### config.mk
export PLATFORM = sky130hd
export DESIGN_NAME = fifo_with_indexed_discard_core
export DESIGN_NICKNAME = d
export VERILOG_FILES = /design/src/sv/fwid_pkg.sv /design/src/sv/fifo_with_indexed_discard_core.sv /design/src/sv/fwid_ctrl.sv /design/src/sv/fwid_dpath.sv
export SDC_FILE = /design/constraint.sdc
export NUM_CORES = 1
export LEC_CHECK = 0
export BUFFER_PORTS_ARGS = -buffer_cell sky130_fd_sc_hd__buf_2
export CORE_UTILIZATION = 45
export CTS_CLUSTER_SIZE = 30
export DETAILED_ROUTE_END_ITERATION = 7
export GPL_ROUTABILITY_DRIVEN = 0
export GPL_TIMING_DRIVEN = 0
export PLACE_DENSITY = 0.66
export SLEW_MARGIN = 20
export SYNTH_ARGS = -nofsm -noshare
export SYNTH_HDL_FRONTEND = slang
export SYNTH_HIERARCHICAL = 1
export SYNTH_SLANG_ARGS = --single-unit
### constraint.sdc
create_clock -name clk -period 5.2 [get_ports clk]
set_input_delay 0.52 -clock clk [delete_from_list [all_inputs] [get_ports clk]]
set_output_delay 0.52 -clock clk [all_outputs]
set_load 0.01 [all_outputs]
### src/sv/fwid_pkg.sv
// Shared types and codes for the FIFO with indexed discard.
package fwid_pkg;

  // Fixed field widths of the streaming payload
  localparam int ModeW   = 2;
  localparam int ElemW   = 32;
  localparam int IndexW  = 4;
  localparam int StatusW = 2;
  localparam int CountW  = 5;
  localparam int InDataW  = 40;  // 38 payload bits padded to whole bytes
  localparam int OutDataW = 40;

  // Operation codes carried in the mode field
  typedef enum logic [ModeW-1:0] {
    MODE_ENQ  = 2'd0,
    MODE_DEQ  = 2'd1,
    MODE_DISC = 2'd2,
    MODE_NOP  = 2'd3
  } mode_t;

  // Result status codes
  typedef enum logic [StatusW-1:0] {
    ST_DONE  = 2'd0,
    ST_FULL  = 2'd1,
    ST_EMPTY = 2'd2,
    ST_RANGE = 2'd3
  } status_t;

  // Controller to datapath
  typedef struct packed {
    logic              load;     // transaction accepted this cycle
    logic              push;     // write element at the tail
    logic              remove;   // close the gap at rem_idx
    logic [IndexW-1:0] rem_idx;  // position from head to remove
    status_t           res;      // status of this transaction
  } cmd_t;

  // Datapath to controller
  typedef struct packed {
    logic full;
    logic empty;
    logic idx_in_range;  // rem_idx below the element count
  } stat_t;

endpackage

### src/sv/fifo_with_indexed_discard_core.sv
// Top level of the FIFO with indexed discard.
//
// A bounded queue of DEPTH signed elements. Each transaction on the s_ side
// enqueues elem at the tail (mode 0), dequeues the head (mode 1) or discards
// the element at position index from the head (mode 2); later elements close
// the gap. Mode 3 changes nothing. Every transaction produces one result on
// the m_ side: status (done, full, empty, index out of range), the head
// element after the operation (0 when empty), the count and an empty flag.
//
// Latency: the result is valid the cycle after the transaction is accepted.
// Throughput: one transaction per cycle while results are taken; the whole operation, including the
// gap close, is one parallel shift of the element registers.
// The result register frees as its result is taken, so s_tready follows
// m_tready while a result is pending; a stalled receiver holds the result
// and blocks new transactions until it is taken.
// Reset (rst, synchronous) empties the queue and drops any pending result.
module fifo_with_indexed_discard_core #(
  parameter int DEPTH      = 16,
  parameter int ELEM_WIDTH = 32
) (
  input  logic                          clk,
  input  logic                          rst,
  input  logic                          s_tvalid,
  output logic                          s_tready,
  input  logic [fwid_pkg::InDataW-1:0]  s_tdata,  // mode[1:0], elem[33:2], index[37:34], pad
  output logic                          m_tvalid,
  input  logic                          m_tready,
  output logic [fwid_pkg::OutDataW-1:0] m_tdata   // status[1:0], head_elem[33:2],
                                                  // count[38:34], is_empty[39]
);

  fwid_pkg::cmd_t  cmd;
  fwid_pkg::stat_t stat;

  logic [fwid_pkg::StatusW-1:0] status;
  logic [fwid_pkg::ElemW-1:0]   head_elem;
  logic [fwid_pkg::CountW-1:0]  count;
  logic                         is_empty;

  fwid_ctrl u_ctrl (
    .clk      (clk),
    .rst      (rst),
    .s_tvalid (s_tvalid),
    .s_tready (s_tready),
    .mode     (s_tdata[1:0]),
    .index    (s_tdata[37:34]),
    .m_tvalid (m_tvalid),
    .m_tready (m_tready),
    .cmd      (cmd),
    .stat     (stat)
  );

  fwid_dpath #(
    .DEPTH      (DEPTH),
    .ELEM_WIDTH (ELEM_WIDTH)
  ) u_dpath (
    .clk       (clk),
    .rst       (rst),
    .cmd       (cmd),
    .stat      (stat),
    .elem      (s_tdata[33:2]),
    .status    (status),
    .head_elem (head_elem),
    .count     (count),
    .is_empty  (is_empty)
  );

  // Result packing
  assign m_tdata = {is_empty, count, head_elem, status};

endmodule

### src/sv/fwid_ctrl.sv
// Controller: decodes each transaction and tracks the pending result.
module fwid_ctrl (
  input  logic                        clk,
  input  logic                        rst,
  input  logic                        s_tvalid,
  output logic                        s_tready,
  input  logic [fwid_pkg::ModeW-1:0]  mode,
  input  logic [fwid_pkg::IndexW-1:0] index,
  output logic                        m_tvalid,
  input  logic                        m_tready,
  output fwid_pkg::cmd_t              cmd,
  input  fwid_pkg::stat_t             stat
);

  typedef enum logic [1:0] {
    S_IDLE = 2'b01,
    S_HOLD = 2'b10
  } state_t;

  state_t state, state_next;
  logic   accept;

  // A new transaction is taken when no result waits or the waiting one leaves
  assign s_tready = (state == S_IDLE) || m_tready;
  assign accept   = s_tvalid && s_tready;
  assign m_tvalid = (state == S_HOLD);

  // Operation decode
  always_comb begin
    cmd         = '0;
    cmd.load    = accept;
    cmd.res     = fwid_pkg::ST_DONE;
    cmd.rem_idx = (mode == fwid_pkg::MODE_DEQ) ? '0 : index;
    unique case (fwid_pkg::mode_t'(mode))
      fwid_pkg::MODE_ENQ: begin
        if (stat.full) cmd.res  = fwid_pkg::ST_FULL;
        else           cmd.push = accept;
      end
      fwid_pkg::MODE_DEQ: begin
        if (stat.empty) cmd.res    = fwid_pkg::ST_EMPTY;
        else            cmd.remove = accept;
      end
      fwid_pkg::MODE_DISC: begin
        if (stat.empty)              cmd.res    = fwid_pkg::ST_EMPTY;
        else if (!stat.idx_in_range) cmd.res    = fwid_pkg::ST_RANGE;
        else                         cmd.remove = accept;
      end
      default: ;  // unused code: no change, status done
    endcase
  end

  // Result hand-off state
  always_comb begin
    state_next = state;
    unique case (state)
      S_IDLE: if (accept) state_next = S_HOLD;
      S_HOLD: if (m_tready && !accept) state_next = S_IDLE;
      default: state_next = S_IDLE;
    endcase
  end

  always_ff @(posedge clk) begin
    if (rst) state <= S_IDLE;
    else     state <= state_next;
  end

endmodule

### src/sv/fwid_dpath.sv
// Datapath: compacted element registers, fill count and result status.
module fwid_dpath #(
  parameter int DEPTH      = 16,
  parameter int ELEM_WIDTH = 32
) (
  input  logic                         clk,
  input  logic                         rst,
  input  fwid_pkg::cmd_t               cmd,
  output fwid_pkg::stat_t              stat,
  input  logic [fwid_pkg::ElemW-1:0]   elem,
  output logic [fwid_pkg::StatusW-1:0] status,
  output logic [fwid_pkg::ElemW-1:0]   head_elem,
  output logic [fwid_pkg::CountW-1:0]  count,
  output logic                         is_empty
);

  localparam int CW   = $clog2(DEPTH + 1);
  localparam int CMPW = (CW > fwid_pkg::IndexW) ? CW : fwid_pkg::IndexW;

  typedef logic [fwid_pkg::StatusW-1:0] status_reg_t;

  logic [ELEM_WIDTH-1:0] slots [DEPTH];
  logic [CW-1:0]         fill;
  status_reg_t           res_status;
  logic [ELEM_WIDTH-1:0] elem_st;
  logic [fwid_pkg::ElemW-1:0] head_ext;

  // Fit the input element to the storage width
  generate
    if (ELEM_WIDTH < fwid_pkg::ElemW) begin : g_narrow
      assign elem_st  = elem[ELEM_WIDTH-1:0];
      assign head_ext = {{(fwid_pkg::ElemW - ELEM_WIDTH){slots[0][ELEM_WIDTH-1]}}, slots[0]};
    end else if (ELEM_WIDTH == fwid_pkg::ElemW) begin : g_exact
      assign elem_st  = elem;
      assign head_ext = slots[0];
    end else begin : g_wide
      assign elem_st  = {{(ELEM_WIDTH - fwid_pkg::ElemW){1'b0}}, elem};
      assign head_ext = slots[0][fwid_pkg::ElemW-1:0];
    end
  endgenerate

  // Status back to the controller
  assign stat.full         = (fill == CW'(DEPTH));
  assign stat.empty        = (fill == '0);
  assign stat.idx_in_range = (CMPW'(cmd.rem_idx) < CMPW'(fill));

  // Element registers: tail write or shift toward the head past rem_idx
  always_ff @(posedge clk) begin
    for (int i = 0; i < DEPTH; i++) begin
      if (cmd.push && (fill == CW'(i))) begin
        slots[i] <= elem_st;
      end else if (cmd.remove && (CMPW'(i) >= CMPW'(cmd.rem_idx)) && (i < DEPTH - 1)) begin
        slots[i] <= slots[(i < DEPTH - 1) ? i + 1 : i];
      end
    end
  end

  // Fill count
  always_ff @(posedge clk) begin
    if (rst) begin
      fill <= '0;
    end else if (cmd.push) begin
      fill <= fill + CW'(1);
    end else if (cmd.remove) begin
      fill <= fill - CW'(1);
    end
  end

  // Status of the last transaction; head and count follow the state directly
  always_ff @(posedge clk) begin
    if (cmd.load) res_status <= cmd.res;
  end

  assign status    = res_status;
  assign head_elem = stat.empty ? '0 : head_ext;
  assign count     = fwid_pkg::CountW'(fill);
  assign is_empty  = stat.empty;

endmodule

After elaboration in Yosys (flattened, before gate mapping):

Memories as Yosys holds them, arrays and structs flattened.
Cells that the tools add are included.

* flip-flop bits (word level): 9
* bits in latches: 0
* memory bits (writable): 512
* ROM bits: 0
* input port bits: 44
* output and inout bits: 42
* word-level logic and storage cells: 212
* memories: 1

Memories
* u_dpath.slots: words 16, bits a word 32, rd ports 16, clocked after Yosys merged registers in 0, write ports 15, line fwid_dpath.sv:22 `logic [ELEM_WIDTH-1:0] slots [DEPTH];`

* add/subtract/negate cells: 2
* multiply operators: 0
* divide/modulo/power cells: 0
* magnitude comparators: 16
* equal/unequal tests: 22
* shift-type cells: 0
* mux-type cells: 113
* bitwise operators: 15
* reduce and logical (&&, ||, !) cells: 40

Operators by type and width (count)
* $mux 32: 17
* $mux 1: 84
* $eq 5x4->1 const B: 8
* $logic_and 1x1->1: 33
* $reduce_or 32->1: 1
* $ge 4x4->1 const A: 7
* $eq 5x3->1 const B: 4
* $ge 3x4->1 const A: 4
* $or 1x1->1: 15
* $eq 5x2->1 const B: 2
* $mux 2: 5
* $mux 5: 2
* $ge 1x4->1 const A: 2
* $ge 2x4->1 const A: 2
* $mux 4: 2
* $pmux 2 s3: 1
* $add 5x1->5 const B: 1
* $eq 5x1->1 const B: 1
* $eq 5x5->1 const B: 1
* $logic_not 5->1: 1
* $lt 4x5->1: 1
* $sub 5x1->5 const B: 1
* $eq 2x1->1 const B: 2
* $eq 2x2->1 const B: 2
* other kinds (8): 9

Logic depth before layout (Yosys ltp):

* depth in word-level cells: 12
* depth in mapped cells: 15
* depth with buffers taken out: 13

Cells and area by module:

The synthesis kept the hierarchy.

Modules (own cells, without submodules)
* fwid_dpath: times used 1, cells each 1240, area an instance 22419.0 µm², seq. area each 15534.9 µm²
* fwid_ctrl: times used 1, cells each 30, area an instance 259.0 µm², seq. area each 40.0 µm²
* fifo_with_indexed_discard_core: times used 1, cells each 1, area an instance 7.5 µm², seq. area each 0.0 µm²

Worst setup path before layout:

Ideal clock, no wire load.

* path type: input -> register
* start: input port s_tdata[1] (netlist bit)
* end: memory u_dpath.slots[1][0], in the netlist u_dpath/slots[0][32], enable pin
* setup time: 0.470 ns
* arrival: 4.855 ns
* required time: 4.730 ns
* slack: -0.125 ns
* stages on the path: 12
* buffers on the path: 1
* cells stage by stage: inv_1 ha_1 nor2b_1 ha_1 a21o_1 a211o_1 o211ai_1 a21oi_1 nor4b_2 buf_2 nand2b_1 o31ai_1

RTL lines
* start: declaration: line fifo_with_indexed_discard_core.sv:25 `input logic [fwid_pkg::InDataW-1:0] s_tdata,`
* end: declaration: line fwid_dpath.sv:22

==> results.json <==
{
  "status": "finished, final reports clean",
  "rows": 81,
  "skew_ns": 0.00830,
  "p_int_mw": 7.12,
  "crit_chain": "inv_1 > ha_1 > clkbuf_1 > and3_1 > clkbuf_1 > buf_4 > nor4b_2 > buf_2 > nor3b_2 > nand2_1 > a21oi_1 > buf_2 > mux2_2",
  "finalSetupTns_ns": 0,
  "power_frac_seq_pct": 53.0,
  "ctsHoldBuffers": 0,
  "power.density_nw_per_um2": 346,
  "ys_seq_elements": 521,
  "ant_nets": 0,
  "holdCritStartpoint": "rst",
  "layout_common_cells": "514 x edfxtp_1, 444 x mux2_2, 128 x buf_2, 57 x clkbuf_1, 53 x clkbuf_16",
  "period_needed_ns": 4.70,
  "p_leak_nw": 8.62,
  "grtUsageTotal_pct": 14.1,
  "synth_fp_nets": 1327,
  "final-hold-violation-count": 0,
  "drt-wirelength-per-cell_um": 16.6,
  "die_h_um": 227,
  "fp.coreArea_sq_um": 49400,
  "max_freq_mhz": 213,
  "grt-ovfl-total": 0,
  "postCtsSetupBuffers": 0,
  "clk_latency_ns": 0.57,
  "cp-start-kind": "register",
  "dp_hpwl_um": 25200,
  "dieArea_sq_um": 51300,
  "final_cells": 2118,
  "io_buffer_count": 83,
  "period_share_pct": 90.4,
  "dp_cells": 2021,
  "place_area_sq_um": 24000,
  "layout-drive-gt1-share_pct": 48.9,
  "max_stage_delay_ns": 0.54,
  "syn_area_per_cell_sq_um": 17.8,
  "detail_route.first_pass.iterations": 5,
  "grt_start_max_net_pins": 33,
  "io-pin-count": 86,
  "hold_depth": 2,
  "num_vias": 10500,
  "fillCellCount": 3929,
  "path_delay_family": "buffers and inverters",
  "crit_type": "register to register",
  "min_to": "u_dpath/count[3]$_SDFFE_PP0P_",
  "routed_via_density": 4.94,
  "p_comb_share_pct": 6.2,
  "hp-class": "primary input to register",
  "end_kind": "register",
  "drt-total-wl_um": 35100,
  "drc": 0,
  "rr_worst_depth": 13,
  "grt_pass1_wl_um": 57300,
  "p_sw_share_pct": 19.9,
  "ctsHtreeMaxLevel": 2,
  "worst_slew_pin_slew_ns": 0.808,
  "postLayoutCellArea_sq_um": 25700,
  "cts_buffers": 52,
  "synth_cells": 1271,
  "synth_area_sq_um": 22700,
  "grt_pass1_vias": 11100,
  "switchingPower_mw": 1.77,
  "yosys_warnings": 6,
  "antenna_found_initial": 2,
  "worst-r2r-setup-slack_ns": 0.50,
  "clockBufferDepth": 3,
  "ir_worst_vdd_mv": 0.217,
  "maxSlewViolCount": 0,
  "cp_slowest_cell": "a21oi_1",
  "rr_endpoint": "u_dpath/slots[0][23]$_DFFE_PP_",
  "setup_viol": 0,
  "ys_seq_area_share_pct": 68.7,
  "crit_path_max_fanout": 11,
  "clkPwrFrac_pct": 40.8,
  "die_x_um": 227,
  "rsz0062_at_grt": "no",
  "maxCapViolCount": 0,
  "startpoint": "u_dpath/count[0]$_SDFFE_PP0P_",
  "arrival_ns": 5.01,
  "crit_required_ns": 5.51,
  "cts_tree": "done",
  "clkTransAtPathRegs_ns": 0.06,
  "relSlewSlack_pct": 46.2,
  "postCtsResizedCells": 0,
  "mostFrequentLayoutCell": "edfxtp_1",
  "cts_root_buf": "clkbuf_16",
  "post_synth_num_cell_types": 51,
  "area_growth_pct": 13.2,
  "initial_core_util_pct": 46.0,
  "path_buf_inv": 6,
  "fin_nets": 1467,
  "cts.sinks": 521,
  "r2r_start": "u_dpath/count[0]$_SDFFE_PP0P_",
  "drtIter0Drc": 566
}
registers in the layout (all words and copies together) (netlist names):
register        count
u_ctrl/state        2
u_dpath/count       5
u_dpath/slots     512
u_dpath/status      2
routing by layer:
metal	share of wire, %	vias up	GRT usage [%]
met5	0	-	0
met4	2.6	0	5.30
li1	-	5170	-
met2	50	155	24.2
met1	44	5083	17.7
met3	4.2	63	2.45
synthesized netlist by cell type (all sizes together):
master | n | area [sq um]
edfxtp | 514 | 15400
mux2 | 480 | 5520
buf | 53 | 304
clkbuf | 43 | 161
nor2b | 39 | 259
nand2 | 31 | 116
nand3 | 16 | 80.1
ha | 12 | 150
nor2 | 11 | 41.3
inv | 8 | 30.0
dfxtp | 7 | 140
nand2b | 7 | 46.3
o21ai | 7 | 38.8
a21oi | 6 | 41.3
and2 | 4 | 27.5
xnor2 | 4 | 35.0
a21o | 3 | 22.5
and2b | 2 | 16.3
and3 | 2 | 12.5
nor3b | 2 | 20.0
o31ai | 2 | 15.0
or2 | 2 | 12.5
a2111oi | 1 | 27.5
a211o | 1 | 8.76
a211oi | 1 | 7.51
a21bo | 1 | 10.0
a21boi | 1 | 7.51
a221oi | 1 | 8.76
a22oi | 1 | 12.5
a2bb2oi | 1 | 8.76
a31o | 1 | 8.76
a31oi | 1 | 6.26
and4 | 1 | 8.76
nand4 | 1 | 6.26
nor4b | 1 | 15.0
nor4bb | 1 | 10.0
o211ai | 1 | 7.51
o41ai | 1 | 8.76
cell families (layout without fill, tap and decap cells):
kind of cell | count (synthesis) | after routing | synth area share (%)
and+or+nand+nor | 120 | 120 | 2.96
adders and majority gates | 12 | 12 | 0.662
muxes | 480 | 480 | 24.3
xor gates and xnor gates | 4 | 4 | 0.154
other | 0 | 2 | 0
AOI/OAI and AO/OA | 30 | 30 | 1.06
DFF | 521 | 521 | 68.7
buffers and inverters | 104 | 285 | 2.18
per-stage QoR:
stage          total power [mW]  worst slack [ns]  util [%]  hold slack [ns]
2_1_floorplan              5.18             0.871         -            0.501
3_3_place_gp               5.34            -0.251      48.5            0.507
5_1_grt                    9.23             0.196      52.0            0.178
4_1_cts                    9.01             0.486      52.0            0.168
6_report                   8.89             0.498      52.0            0.196
3_5_place_dp               5.36             0.322      48.7            0.515
worst register-to-register path, cell delays in order (launching register included):
cell      delay, ns
dfxtp_1        0.46
inv_1          0.13
ha_1           0.21
clkbuf_1       0.30
and3_1         0.41
clkbuf_1       0.30
buf_4          0.24
nor4b_2        0.26
buf_2          0.29
nor3b_2        0.41
nand2_1        0.17
a21oi_1        0.54
buf_2          0.36
mux2_2         0.37
power groups by stage:
stage	clock (mW)	sequential [mW]	combinational, mW
after floorplan	0	4.80	0.387
after detailed placement	0	4.80	0.558
after global placement	0	4.80	0.539
final	3.62	4.71	0.554
after global routing	3.90	4.71	0.613
after CTS	3.74	4.71	0.564
worst max-delay path by stage:
| stage | end | slack (ns) | cells past startpoint |
|---|---|---|---|
| after floorplan | u_dpath/slots[0][32]$_DFFE_PP_ | 0.87 | 12 |
| final | u_dpath/slots[0][23]$_DFFE_PP_ | 0.50 | 13 |
| after detailed placement | u_dpath/slots[0][13]$_DFFE_PP_ | 0.32 | 14 |
| after global placement | u_dpath/slots[0][46]$_DFFE_PP_ | -0.25 | 11 |
| after global routing | u_dpath/slots[0][13]$_DFFE_PP_ | 0.20 | 13 |
| after CTS | u_dpath/slots[0][23]$_DFFE_PP_ | 0.49 | 13 |
layout make-up:
| type | instances | area (sq um) | area share [%] |
|---|---|---|---|
| Inverter | 8 | 30.0 | 0.117 |
| Clock inverter | 28 | 273 | 1.06 |
| Sequential cell | 521 | 15600 | 60.7 |
| Antenna cell | 2 | 5.00 | 0.0195 |
| Multi-Input combinational cell | 646 | 6660 | 25.9 |
| Buffer | 96 | 465 | 1.81 |
| Timing Repair Buffer | 86 | 462 | 1.80 |
| Clock buffer | 67 | 1380 | 5.37 |
| Tap cell | 664 | 831 | 3.24 |
(Power assumes the default switching activity.)
